`config.mk`:
```
export PLATFORM = sky130hd
export DESIGN_NAME = pgwae_ctrl
export DESIGN_NICKNAME = d
export VERILOG_FILES = /design/src/hdl/pgwae_pkg.sv /design/src/hdl/pgwae_ctrl.sv
export SDC_FILE = /design/constraint.sdc
export NUM_CORES = 1
export LEC_CHECK = 0
export BUFFER_PORTS_ARGS = -buffer_cell sky130_fd_sc_hd__buf_2
export CAP_MARGIN = 20
export CORE_ASPECT_RATIO = 1.2
export CORE_MARGIN = 3
export CORE_UTILIZATION = 34
export CTS_BUF_LIST = sky130_fd_sc_hd__clkbuf_16
export CTS_CLUSTER_DIAMETER = 40
export DETAILED_ROUTE_END_ITERATION = 16
export GPL_TIMING_DRIVEN = 0
export SLEW_MARGIN = 40
export SYNTH_ARGS = -nofsm -noshare
export SYNTH_HDL_FRONTEND = slang
export SYNTH_SLANG_ARGS = --single-unit
```
`constraint.sdc`:
```
create_clock -name clk_i -period 2.2 [get_ports clk_i]
set_clock_uncertainty 0.15 [all_clocks]
set_input_delay 0.33 -clock clk_i [delete_from_list [all_inputs] [get_ports clk_i]]
set_output_delay 0.33 -clock clk_i [all_outputs]
set_load 0.01 [all_outputs]
```
`src/hdl/pgwae_pkg.sv`:
```
// Package for the glyph width array encoder.
// Holds the item words, the token and command codes, and the control/status
// structs that join the controller and the datapath. No dependencies.
package pgwae_pkg;

  localparam logic [31:0] SCALE_MILLI = 32'd1000;
  localparam int unsigned GAP_LIMIT = 4;
  localparam int unsigned RUN_MIN = 2;
  localparam int unsigned DIV_STEPS = 32;
  localparam logic [14:0] UPEM_RESET = 15'd1000;

  localparam logic [1:0] ERR_NONE = 2'd0;
  localparam logic [1:0] ERR_FULL = 2'd1;
  localparam logic [1:0] ERR_ORDER = 2'd2;

  typedef enum logic [1:0] {
    CMD_LOAD   = 2'd0,
    CMD_FINISH = 2'd1,
    CMD_NEXT   = 2'd2
  } cmd_code_e;

  typedef enum logic [2:0] {
    TOK_DEFAULT = 3'd0,
    TOK_RUN     = 3'd1,
    TOK_OPEN    = 3'd2,
    TOK_VALUE   = 3'd3,
    TOK_CLOSE   = 3'd4,
    TOK_DONE    = 3'd5
  } tok_kind_e;

  typedef enum logic [2:0] {
    PH_IDLE,
    PH_SCAN,
    PH_GAP,
    PH_CONT,
    PH_DONE
  } emit_phase_e;

  typedef enum logic [5:0] {
    ST_IDLE, ST_L_CLR, ST_L_CHK, ST_L_DIV, ST_L_STORE,
    ST_I_CHK, ST_I_RD, ST_I_CMP,
    ST_M_INIT, ST_M_CHK, ST_M_UPD,
    ST_S_SET, ST_S_CHK, ST_S_TST, ST_R_CHK, ST_R_TST, ST_R_DEC,
    ST_C_SET, ST_C_CHK, ST_C_TST, ST_C_N1CHK, ST_C_N1TST, ST_C_N2CHK, ST_C_N2TST,
    ST_C_GO, ST_G_CHK, ST_G_RD, ST_G_TAKE,
    ST_O_DEF, ST_O_RUN, ST_O_OPEN, ST_O_ZERO, ST_O_VAL, ST_O_CLOSE, ST_O_DONE
  } ctl_state_e;

  typedef struct packed {
    logic [1:0]  command;
    logic [15:0] glyph_id;
    logic [21:0] advance_font_units;
  } pgwae_in_t;

  typedef struct packed {
    logic [2:0]  token_kind;
    logic [15:0] glyph_first;
    logic [15:0] glyph_last;
    logic [31:0] advance_value;
    logic [1:0]  status;
  } pgwae_out_t;

  typedef struct packed {
    logic      take_item;
    logic      clear_table;
    logic      latch_full;
    logic      latch_order;
    logic      div_start;
    logic      div_step;
    logic      store_entry;
    logic      k_init;
    logic      idx_km1;
    logic      ins_shift;
    logic      ins_put;
    logic      mode_init;
    logic      mode_step;
    logic      mode_done;
    logic      idx_from_cur;
    logic      idx_inc;
    logic      cur_from_idx;
    logic      cur_from_base;
    logic      cur_inc;
    logic      base_take;
    logic      glast_take;
    logic      cont_take;
    logic      val_take;
    logic      gap_zero;
    logic      gap_from_dc;
    logic      gap_dec;
    logic      emit;
    logic      emit_zero;
    tok_kind_e kind;
  } pgwae_cmd_t;

  typedef struct packed {
    logic full;
    logic not_asc;
    logic div_done;
    logic frac_zero;
    logic k_zero;
    logic s_gt;
    logic idx_end;
    logic midx_end;
    logic cur_end;
    logic a_def;
    logic a_eq;
    logic run2;
    logic gap_nz;
    logic dc_ge4;
    logic sum_ge4;
    logic out_free;
  } pgwae_sts_t;

endpackage

```
`src/hdl/pgwae_ctrl.sv`:
```
// Controller of the glyph width array encoder: sequences loads, the mode
// walk and token emission, and holds the emission phase.
// Depends on pgwae_pkg.
module pgwae_ctrl import pgwae_pkg::*; (
  input  logic       clk_i,
  input  logic       rst_ni,
  input  logic       in_valid_i,
  input  logic [1:0] in_cmd_i,
  output logic       in_ready_o,
  input  pgwae_sts_t sts_i,
  output pgwae_cmd_t cmd_o
);

  ctl_state_e  state_q, state_d;
  emit_phase_e phase_q, phase_d;

  always_ff @(posedge clk_i or negedge rst_ni) begin
    if (!rst_ni) begin
      state_q <= ST_IDLE;
      phase_q <= PH_IDLE;
    end else begin
      state_q <= state_d;
      phase_q <= phase_d;
    end
  end

  always_comb begin
    state_d = state_q;
    phase_d = phase_q;
    unique case (state_q)
      ST_IDLE: begin
        if (in_valid_i) begin
          unique case (in_cmd_i)
            CMD_LOAD:   state_d = (phase_q != PH_IDLE) ? ST_L_CLR : ST_L_CHK;
            CMD_FINISH: state_d = ST_M_INIT;
            CMD_NEXT: begin
              unique case (phase_q)
                PH_SCAN: state_d = ST_S_SET;
                PH_GAP:  state_d = ST_G_CHK;
                PH_CONT: state_d = ST_C_SET;
                PH_DONE: state_d = ST_O_DONE;
                default: state_d = ST_IDLE;
              endcase
            end
            default: state_d = ST_IDLE;
          endcase
        end
      end
      ST_L_CLR: begin
        phase_d = PH_IDLE;
        state_d = ST_L_CHK;
      end
      ST_L_CHK:   state_d = (sts_i.full || sts_i.not_asc) ? ST_IDLE : ST_L_DIV;
      ST_L_DIV:   state_d = sts_i.div_done ? ST_L_STORE : ST_L_DIV;
      ST_L_STORE: state_d = sts_i.frac_zero ? ST_I_CHK : ST_IDLE;
      ST_I_CHK:   state_d = sts_i.k_zero ? ST_IDLE : ST_I_RD;
      ST_I_RD:    state_d = ST_I_CMP;
      ST_I_CMP:   state_d = sts_i.s_gt ? ST_I_CHK : ST_IDLE;
      ST_M_INIT:  state_d = ST_M_CHK;
      ST_M_CHK: begin
        if (sts_i.midx_end) begin
          phase_d = PH_SCAN;
          state_d = ST_O_DEF;
        end else begin
          state_d = ST_M_UPD;
        end
      end
      ST_M_UPD: state_d = ST_M_CHK;
      ST_S_SET: state_d = ST_S_CHK;
      ST_S_CHK: begin
        if (sts_i.idx_end) begin
          phase_d = PH_DONE;
          state_d = ST_O_DONE;
        end else begin
          state_d = ST_S_TST;
        end
      end
      ST_S_TST: state_d = sts_i.a_def ? ST_S_CHK : ST_R_CHK;
      ST_R_CHK: state_d = sts_i.idx_end ? ST_R_DEC : ST_R_TST;
      ST_R_TST: state_d = sts_i.a_eq ? ST_R_CHK : ST_R_DEC;
      ST_R_DEC: begin
        if (sts_i.run2) begin
          state_d = ST_O_RUN;
        end else begin
          phase_d = PH_GAP;
          state_d = ST_O_OPEN;
        end
      end
      ST_C_SET: state_d = ST_C_CHK;
      ST_C_CHK: begin
        if (sts_i.idx_end) begin
          phase_d = PH_SCAN;
          state_d = ST_O_CLOSE;
        end else begin
          state_d = ST_C_TST;
        end
      end
      ST_C_TST: begin
        if (sts_i.a_def || sts_i.dc_ge4) begin
          phase_d = PH_SCAN;
          state_d = ST_O_CLOSE;
        end else begin
          state_d = ST_C_N1CHK;
        end
      end
      ST_C_N1CHK: state_d = sts_i.idx_end ? ST_C_GO : ST_C_N1TST;
      ST_C_N1TST: begin
        if (!sts_i.a_eq) begin
          state_d = ST_C_GO;
        end else if (sts_i.sum_ge4) begin
          phase_d = PH_SCAN;
          state_d = ST_O_CLOSE;
        end else begin
          state_d = ST_C_N2CHK;
        end
      end
      ST_C_N2CHK: state_d = sts_i.idx_end ? ST_C_GO : ST_C_N2TST;
      ST_C_N2TST: begin
        if (sts_i.a_eq) begin
          phase_d = PH_SCAN;
          state_d = ST_O_CLOSE;
        end else begin
          state_d = ST_C_GO;
        end
      end
      ST_C_GO: begin
        phase_d = PH_GAP;
        state_d = ST_G_CHK;
      end
      ST_G_CHK: begin
        if (sts_i.gap_nz) begin
          state_d = ST_O_ZERO;
        end else if (sts_i.cur_end) begin
          phase_d = PH_SCAN;
          state_d = ST_O_CLOSE;
        end else begin
          state_d = ST_G_RD;
        end
      end
      ST_G_RD: state_d = ST_G_TAKE;
      ST_G_TAKE: begin
        phase_d = PH_CONT;
        state_d = ST_O_VAL;
      end
      ST_O_DONE: begin
        phase_d = PH_DONE;
        state_d = sts_i.out_free ? ST_IDLE : ST_O_DONE;
      end
      ST_O_DEF, ST_O_RUN, ST_O_OPEN, ST_O_ZERO, ST_O_VAL, ST_O_CLOSE: begin
        state_d = sts_i.out_free ? ST_IDLE : state_q;
      end
      default: state_d = ST_IDLE;
    endcase
  end

  always_comb begin
    cmd_o      = '0;
    cmd_o.kind = TOK_DONE;
    in_ready_o = state_q == ST_IDLE;
    unique case (state_q)
      ST_IDLE:  cmd_o.take_item = in_valid_i;
      ST_L_CLR: cmd_o.clear_table = 1'b1;
      ST_L_CHK: begin
        cmd_o.latch_full  = sts_i.full;
        cmd_o.latch_order = !sts_i.full && sts_i.not_asc;
        cmd_o.div_start   = !sts_i.full && !sts_i.not_asc;
      end
      ST_L_DIV: cmd_o.div_step = !sts_i.div_done;
      ST_L_STORE: begin
        cmd_o.store_entry = 1'b1;
        cmd_o.k_init      = 1'b1;
      end
      ST_I_CHK: begin
        cmd_o.ins_put = sts_i.k_zero;
        cmd_o.idx_km1 = !sts_i.k_zero;
      end
      ST_I_CMP: begin
        cmd_o.ins_shift = sts_i.s_gt;
        cmd_o.ins_put   = !sts_i.s_gt;
      end
      ST_M_INIT: cmd_o.mode_init = 1'b1;
      ST_M_CHK:  cmd_o.mode_done = sts_i.midx_end;
      ST_M_UPD:  cmd_o.mode_step = 1'b1;
      ST_S_SET:  cmd_o.idx_from_cur = 1'b1;
      ST_S_CHK:  cmd_o.cur_from_idx = sts_i.idx_end;
      ST_S_TST: begin
        cmd_o.idx_inc   = 1'b1;
        cmd_o.base_take = !sts_i.a_def;
      end
      ST_R_TST: begin
        cmd_o.glast_take = sts_i.a_eq;
        cmd_o.idx_inc    = sts_i.a_eq;
      end
      ST_R_DEC: begin
        cmd_o.cur_from_idx  = sts_i.run2;
        cmd_o.cur_from_base = !sts_i.run2;
        cmd_o.gap_zero      = !sts_i.run2;
      end
      ST_C_SET: cmd_o.idx_from_cur = 1'b1;
      ST_C_TST: begin
        cmd_o.cont_take = !(sts_i.a_def || sts_i.dc_ge4);
        cmd_o.idx_inc   = !(sts_i.a_def || sts_i.dc_ge4);
      end
      ST_C_N1TST: cmd_o.idx_inc = sts_i.a_eq && !sts_i.sum_ge4;
      ST_C_GO:    cmd_o.gap_from_dc = 1'b1;
      ST_G_CHK: begin
        cmd_o.gap_dec      = sts_i.gap_nz;
        cmd_o.idx_from_cur = !sts_i.gap_nz && !sts_i.cur_end;
      end
      ST_G_TAKE: begin
        cmd_o.val_take = 1'b1;
        cmd_o.cur_inc  = 1'b1;
      end
      ST_O_DEF: begin
        cmd_o.emit = sts_i.out_free;
        cmd_o.kind = TOK_DEFAULT;
      end
      ST_O_RUN: begin
        cmd_o.emit = sts_i.out_free;
        cmd_o.kind = TOK_RUN;
      end
      ST_O_OPEN: begin
        cmd_o.emit = sts_i.out_free;
        cmd_o.kind = TOK_OPEN;
      end
      ST_O_ZERO: begin
        cmd_o.emit      = sts_i.out_free;
        cmd_o.kind      = TOK_VALUE;
        cmd_o.emit_zero = 1'b1;
      end
      ST_O_VAL: begin
        cmd_o.emit = sts_i.out_free;
        cmd_o.kind = TOK_VALUE;
      end
      ST_O_CLOSE: begin
        cmd_o.emit = sts_i.out_free;
        cmd_o.kind = TOK_CLOSE;
      end
      ST_O_DONE: begin
        cmd_o.emit = sts_i.out_free;
        cmd_o.kind = TOK_DONE;
      end
      default: ;
    endcase
  end

  a_emit_free: assert property (@(posedge clk_i) disable iff (!rst_ni)
    cmd_o.emit |-> sts_i.out_free)
    else $error("token emitted while output word still held");

  a_div_bound: assert property (@(posedge clk_i) disable iff (!rst_ni)
    cmd_o.div_step |-> !sts_i.div_done)
    else $error("divider stepped past its last bit");

  a_store_ok: assert property (@(posedge clk_i) disable iff (!rst_ni)
    cmd_o.store_entry |-> (!sts_i.full && !sts_i.not_asc))
    else $error("entry stored into full store or out of order");

  a_item_once: assert property (@(posedge clk_i) disable iff (!rst_ni)
    (cmd_o.take_item && (in_cmd_i == CMD_LOAD || in_cmd_i == CMD_FINISH)) |=> !in_ready_o)
    else $error("accepted word did not start its sequence");

endmodule

```
After elaboration in Yosys (flattened, before gate mapping) --
Index checks and enable logic that the tools add are counted.
Word-level totals: bits in registers 9, input port bits 21, output and inout bits 32, word-level logic and storage cells 144
Operators by class: equal/unequal tests 52, mux-type cells 62, reductions and logical operators 28
Operator list (number):
- 6-bit case mux with 29 select lines | 1
- 6-bit by 5-bit equality test with 1-bit output, second input constant | 16
- 6-bit two-way mux | 11
- 6-bit by 4-bit equality test with 1-bit output, second input constant | 8
- 3-bit two-way mux | 15
- 3-bit case mux with 12 select lines | 1
- 6-bit by 3-bit equality test with 1-bit output, second input constant | 4
- 2-bit != test, second input constant | 12
- 6-bit case mux with 4 select lines | 1
- 6-bit equality test, second input constant | 3
- 6-bit case mux with 3 select lines | 1
- 1-bit two-way mux | 17
- 5-bit two-way mux | 3
- 3-bit case mux with 5 select lines | 1
- 6-bit by 2-bit equality test with 1-bit output, second input constant | 2
- 12-bit nonzero test | 1
- 1-bit zero test | 11
- 11-bit AND reduction | 1
- 2-bit two-way mux | 5
- 4-bit two-way mux | 2
- 7-bit OR reduction | 1
- 3-bit by 2-bit equality test with 1-bit output, second input constant | 2
- 6-bit by 1-bit equality test with 1-bit output, second input constant | 1
- 6-bit zero test | 1
- other kinds (13) | 21

Logic depth before layout (Yosys ltp) --
Gate-level depths: netlist of run 1.
depth in word-level cells 5, gate-level depth with buffers 8, depth with buffers taken out 5

Worst setup path after synthesis of run 1 --
No wires, ideal clock.
kind flip-flop to flip-flop, start point reg state_q[3], end point reg phase_q[0], library setup time 128 ps, arrival time 1856 ps, data required time 1922 ps, path slack 66 ps, stages on the path, launching flop included 6, buffers on the path 0, period minus slack after synthesis 2134 ps, cell sequence dfrtp_1 > nor4b_4 > nor4b_2 > a31oi_1 > o2111ai_2 > mux2_1
On the way: cells in the longest elaborated chain, start to end 3, elaborated cells on any way between the ends 25, classes of those cells eq/ne (22); mux (1); reduce/logical (2)
Ends and longest elaborated chain:
- start: declaration | line pgwae_ctrl.sv:14 | ctl_state_e state_q, state_d;
- start signal: assignment | line pgwae_ctrl.sv:22 | state_q <= state_d;
- 6-bit by 5-bit equality test with 1-bit output (tied with other cells) | line pgwae_ctrl.sv:30 | unique case (state_q)
- 12-bit nonzero test (no line) or 2-bit != test (tied branches)
- 11-bit AND reduction (no line)
- end signal: assignment | line pgwae_ctrl.sv:23 | phase_q <= phase_d;
- end: declaration | line pgwae_ctrl.sv:15 | emit_phase_e phase_q, phase_d;
Several ways; a longest one is shown, not always the timed one. A chain may end at the register's enable or synchronous reset.

==> impl_metrics.env, run 1 <==
export IMPL_status="finished with violations"
export IMPL_violations="negative setup slack"
export IMPL_portBuffers=51
export IMPL_die_x_um=68.34
export IMPL_yosysTopAreaCell="dfrtp_1"
export IMPL_dr_total_vias=2164
export IMPL_dieArea_um2=5521
export IMPL_crit_start="state_q[3]"
export IMPL_grt_pass1_vias=1972
export IMPL_synth_yosys_warnings=0
export IMPL_max_stage_delay_ns=0.65
export IMPL_seq_area_um2=231.5
export IMPL_leakage_nw=1.050
export IMPL_cp_depth=3
export IMPL_fin_util_pct=55.61
export IMPL_coreArea_um2=4392
export IMPL_synth_common_cells="26 x nor2_1, 15 x nand2_1, 11 x nor3_1"
export IMPL_place_gp_congestion=0.9308
export IMPL_htree_num_levels=1
export IMPL_grt_pass1_wl_um=10210
export IMPL_synthTopCellsByArea="dfrtp_1 14%, nor2_1 6.2%, nand2_1 3.6%"
export IMPL_maxCapViolCount=0
export IMPL_setup_viol=10
export IMPL_wirelength_um=6755
export IMPL_cts_sinks=9
export IMPL_ys_flop_type="dfrtp_1"
export IMPL_ys_ff_latch=9
export IMPL_yosysSeqAreaShare_pct=14.21
export IMPL_synth_top_area_share_pct=14.21
export IMPL_critical_path_buf_inv_count=1
export IMPL_drtIter0Drc=190
export IMPL_r2r_slack_ns=-0.03
export IMPL_tns_ns=-0.4415
export IMPL_row_count=26
export IMPL_cp_max_fo=9
export IMPL_cp_slowest_cell="or4_4"
export IMPL_antenna_found_initial=0
export IMPL_nNetsFinal=312
export IMPL_maxSlewHeadroom_pct=68.42
export IMPL_multi_input_comb_area_um2=1454
export IMPL_p_per_area_nw_per_um2=1066
export IMPL_critPathLaunchType="register"
export IMPL_diodes=0
export IMPL_overflow=0
export IMPL_via_per_inst=6.254
export IMPL_grt_usage_pct=24.13
export IMPL_nFillCells=439
export IMPL_min_period_ns=2.289
export IMPL_netlist_instances=219
export IMPL_synth_area_per_cell_um2=7.239
export IMPL_reg2regPathDepth=5
export IMPL_synth_area_um2=1585
export IMPL_r2r_end="state_q[0]"
export IMPL_ant_nets=0
export IMPL_ys_async_sr_fraction_pct=100.0
export IMPL_whs_ns=0.3269
export IMPL_path_class="register to output pin"
export IMPL_cpLargestDelayFamily="simple AND/OR/NAND/NOR gates"
export IMPL_worst_pin_slew_ns=0.4736
export IMPL_firstDrtPassIters=5
export IMPL_clk_path_buf_depth=2
export IMPL_grt_setup_unrepaired="yes"
export IMPL_fin_cells=346
export IMPL_timing_rr_start="state_q[3]"
export IMPL_die_y_um=80.80
export IMPL_yosysMostFrequentCell="nor2_1"
export IMPL_cts_tree="built"
export IMPL_cts_made_buffers=3
export IMPL_slew_viol_final=0
export IMPL_drc_errors=0
export IMPL_yosysUniqueCellTypes=67
export IMPL_cts_root_buf="clkbuf_16"
export IMPL_wl_per_cell_um=19.52
export IMPL_clock_latency_ns=0.23
export IMPL_hp_class="primary input to async pin"
export IMPL_arrival_ns=1.81
export IMPL_io_pins=53
export IMPL_syn_num_nets=240
export IMPL_period_share_pct=104.1
export IMPL_cp_required_ns=1.72
export IMPL_area_growth_syn_to_layout_pct=54.06
export IMPL_dpl_cell_count=326
export IMPL_grt_max_degree=11
export IMPL_drive_gt1_share_pct=49.31
export IMPL_start_util_pct=36.10
export IMPL_hold_violations=0
export IMPL_clk_pin_slew_worst_paths_ns=0.04
export IMPL_dpl_hpwl_um=4724
export IMPL_synth_edf_count=0
export IMPL_vdd_ir_drop_max_uv=438.1
export IMPL_cp_endpoint="cmd_o[26]"
export IMPL_crit_path_end_kind="output pin"
export IMPL_fin_ws_ns=-0.08924
export IMPL_fmax_ghz=0.4368
export IMPL_path_cells="or4_4, nor4_4, buf_2"
[cell families (layout without fill, tap and decap cells)]
group | count (synthesis) | in the layout | share of synthesized area [%]
AOI/OAI and AO/OA | 61 | 61 | 29.04
xor gates and xnor gates | 3 | 3 | 1.658
buffers and inverters | 29 | 100 | 8.524
DFF | 9 | 9 | 14.21
muxes | 4 | 4 | 2.762
and+or+nand+nor | 113 | 113 | 43.80
[layout make-up]
cell class | instances | share of cell area (%)
Sequential cell | 9 | 9.477
Multi-Input combinational cell | 181 | 59.53
Timing Repair Buffer | 68 | 16.29
Tap cell | 56 | 2.869
Buffer | 20 | 7.377
Clock buffer | 3 | 3.074
Clock inverter | 1 | 0.1537
Inverter | 8 | 1.230
[sequential cells by signal, summed over array words and instances, names as in the netlist]
register,flops
phase_q,3
state_q,6
[power by group]
group,leakage [nW],switching [mW],internal (mW),total (mW)
clock network,0.0423,0.0750,0.237,0.312
logic,0.895,1.10,0.839,1.94
registers,0.112,0.120,0.233,0.353
[metal layers]
layer / routed length, um / GRT usage [%] / vias to the layer above
li1: - / - / 979
met1: 2624 / 32.74 / 1023
met2: 3414 / 39.63 / 132
met3: 441 / 3.043 / 30
met4: 275 / 6.759 / 0
met5: 0 / 0 / -
[per-stage QoR]
stage	instance area, um2	worst slack, ns	total power, mW
CTS	2187	-0.07179	2.263
global route	2442	-0.1392	2.768
detailed placement	1911	-0.4072	1.740
global placement	1911	-0.4381	1.743
finish	2442	-0.08924	2.603
floorplan	1585	0.06628	1.306
[worst register-to-register path, stage by stage (launching register included)]
cell and delay (ns):
dfrtp_2 0.47, or4_4 0.65, or3_4 0.41, a211oi_2 0.21, nor2_1 0.07, a32oi_2 0.18
[cells in the final DEF, fill, tap and decap left out, types with 3 or more instances in the layout]
cell type,count
nor2_1,21
nand2_2,3
mux2_4,3
nor2b_1,4
nand2_1,10
clkbuf_16,3
xor2_1,3
buf_2,54
a211oi_1,3
a21oi_1,5
nor2_2,3
a22oi_1,4
buf_6,10
nor3_1,7
dfrtp_2,5
inv_1,8
o211ai_1,4
nor4_1,3
dfrtp_1,4
nand4_1,4
o22ai_1,3
o21ai_1,4
buf_4,16
o21ai_0,6
or3_1,5
nor3_2,4
nor4b_4,4
nand3_1,4
nand3b_1,5
nand2b_1,4
[repair_timing]
action	4_1_cts	5_1_grt
gates cloned	0	2
buffers inserted	3	11
hold buffers	1	0
resized for setup	51	49
pin swaps	2	18
endpoints found under the setup margin	32	31
endpoints found under the hold margin	9	0
[worst min path at each step]
stage	from	end	slack, ns	depth (start not counted)
floorplan	rst_ni	phase_q[0]	-0.12	0
global placement	rst_ni	phase_q[2]	0.04	1
detailed placement	rst_ni	phase_q[2]	0.04	1
CTS	sts_i[8]	state_q[2]	0.32	3
global route	rst_ni	phase_q[2]	0.36	2
finish	rst_ni	phase_q[2]	0.33	2
No activity file was read; power rests on OpenSTA's default activity.
==> inputs of run 2 (changes only) <==
Settings changed: CTS_CLUSTER_SIZE set to 24, GPL_TIMING_DRIVEN 0 to 1.
==> run 2 against run 1 <==
The flow still finishes with violations (negative setup slack). Clock power is 2% higher. Sequential cell count stayed put. Via count is 1.3% higher. Die area stayed put. Power is 7.5% higher. Routed wire length is 2.0% higher. Sequential share of layout area is 0.87 points lower.
==> impl_metrics.env, run 2 (same netlist as run 1, synthesis figures left out) <==
export IMPL_status="finished with violations"
export IMPL_violations="negative setup slack"
export IMPL_nNetsFinal=330
export IMPL_cts_root_buf="clkbuf_16"
export IMPL_cp_endpoint="cmd_o[26]"
export IMPL_cts_made_buffers=3
export IMPL_via_per_inst=6.025
export IMPL_grt_setup_unrepaired="yes"
export IMPL_area_growth_syn_to_layout_pct=67.80
export IMPL_maxCapViolCount=0
export IMPL_crit_path_end_kind="output pin"
export IMPL_wl_per_cell_um=18.93
export IMPL_top_register="state_q"
export IMPL_setup_viol=14
export IMPL_nFillCells=407
export IMPL_use_met3_pct=2.075
export IMPL_grt_max_degree=33
export IMPL_vdd_ir_drop_max_uv=375.9
export IMPL_wirelength_um=6890
export IMPL_min_period_ns=2.328
export IMPL_dr_total_vias=2193
export IMPL_firstDrtPassIters=5
export IMPL_fin_util_pct=60.57
export IMPL_timing_rr_start="state_q[3]"
export IMPL_fin_ws_ns=-0.1279
export IMPL_dieArea_um2=5521
export IMPL_leakage_nw=1.155
export IMPL_grtUsageMet1_pct=31.56
export IMPL_fmax_ghz=0.4296
export IMPL_cp_max_fo=6
export IMPL_grt_usage_pct=24.92
export IMPL_io_pins=53
export IMPL_hold_violations=0
export IMPL_worst_pin_slew_ns=0.4679
export IMPL_drc_errors=0
export IMPL_drtIter0Drc=188
export IMPL_power_internal_mw=1.470
export IMPL_largest_reg_flops=6
export IMPL_clk_path_buf_depth=2
export IMPL_dpl_hpwl_um=4774
export IMPL_maxSlewHeadroom_pct=68.48
export IMPL_pwr_share_comb_pct=77.3
export IMPL_die_x_um=68.34
export IMPL_dpl_worst_slack_ns=-0.07456
export IMPL_ant_nets=0
export IMPL_tns_ns=-0.8308
export IMPL_htree_num_levels=1
export IMPL_period_share_pct=105.8
export IMPL_diodes=0
export IMPL_drive_gt1_share_pct=50.32
export IMPL_cp_required_ns=1.72
export IMPL_crit_start="state_q[4]"
export IMPL_total_power_mw=2.799
export IMPL_clk_pin_slew_worst_paths_ns=0.04
export IMPL_cts_sinks=9
export IMPL_die_y_um=80.80
export IMPL_p_clk_share_pct=11.4
export IMPL_slew_viol_final=0
export IMPL_p_per_area_nw_per_um2=1052
export IMPL_start_util_pct=36.10
export IMPL_mostFrequentLayoutCells="49 x buf_2, 37 x buf_4, 22 x nor2_1"
export IMPL_r2r_end="phase_q[1]"
export IMPL_r2r_slack_ns=-0.05
export IMPL_reg2regPathDepth=7
export IMPL_place_gp_congestion=0.9730
export IMPL_overflow=0
export IMPL_row_count=26
export IMPL_hp_class="primary input to async pin"
export IMPL_layout_commonest_cell="buf_2"
export IMPL_gr_max_usage_layer="met2"
export IMPL_grt_pass1_wl_um=10380
export IMPL_top_regs="state_q (6), phase_q (3)"
export IMPL_critPathLaunchType="register"
export IMPL_grt_pass1_vias=2063
export IMPL_portBuffers=52
export IMPL_switching_power_mw=1.330
export IMPL_cts_tree="built"
export IMPL_coreArea_um2=4392
export IMPL_antenna_found_initial=0
export IMPL_power_frac_seq_pct=11.3
export IMPL_use_met2_pct=43.01
export IMPL_arrival_ns=1.85
export IMPL_clock_latency_ns=0.23
export IMPL_switching_share_pct=47.50
export IMPL_path_class="register to output pin"
run 2: worst min path at each step:
stage	startpoint	endpoint	slack, ns	cells after the start
floorplan	rst_ni	phase_q[0]	-0.12	0
global placement	rst_ni	state_q[5]	0.04	1
detailed placement	rst_ni	state_q[5]	0.05	1
CTS	sts_i[8]	state_q[2]	0.32	3
global route	rst_ni	phase_q[0]	0.36	2
finish	rst_ni	phase_q[2]	0.33	2
run 2: power groups by stage:
stage	registers, mW	clock network [mW]	logic, mW
after global routing	0.324	0.334	2.30
after CTS	0.307	0.318	1.92
after global placement	0.301	0	1.67
final	0.317	0.318	2.16
after detailed placement	0.302	0	1.67
after floorplan	0.297	0	1.01
run 2: area by class of cell:
| type | count | area [um2] | share of cell area [%] |
|---|---|---|---|
| inverters | 8 | 30.03 | 1.129 |
| repair buffers | 106 | 807.0 | 30.34 |
| clock inverters | 1 | 3.754 | 0.1411 |
| clock buffers | 3 | 75.07 | 2.822 |
| multi-input cells | 181 | 1445 | 54.33 |
| flip-flops and latches | 9 | 229.0 | 8.608 |
| well taps | 56 | 70.07 | 2.634 |
run 2: repair_timing:
item	CTS	global route
gates cloned	1	0
hold buffers	1	0
resized for setup	23	37
pin swaps	4	14
endpoints found under the setup margin	20	30
buffers inserted	9	9
hold endpoints to repair	9	0
run 2: metrics by stage:
stage | hold WS [ns] | cells | cell area, um2
4_1_cts | 0.3210 | 356 | 2412
6_report | 0.3292 | 364 | 2660
3_3_place_gp | 0.04375 | 342 | 2143
3_5_place_dp | 0.04572 | 342 | 2143
5_1_grt | 0.3600 | 364 | 2660
2_1_floorplan | -0.1156 | 219 | 1585
run 2: layer usage:
layer | vias to the layer above | part of all wire [%]
met5 | - | 0
met4 | 0 | 3.1
met3 | 25 | 4.4
met2 | 95 | 52
met1 | 1052 | 41
li1 | 1021 | -
run 2: critical path, stage by stage (launching register included):
cell and delay (ns):
dfrtp_2 0.44, or4_4 0.58, buf_6 0.17, nor4_4 0.24, buf_2 0.18
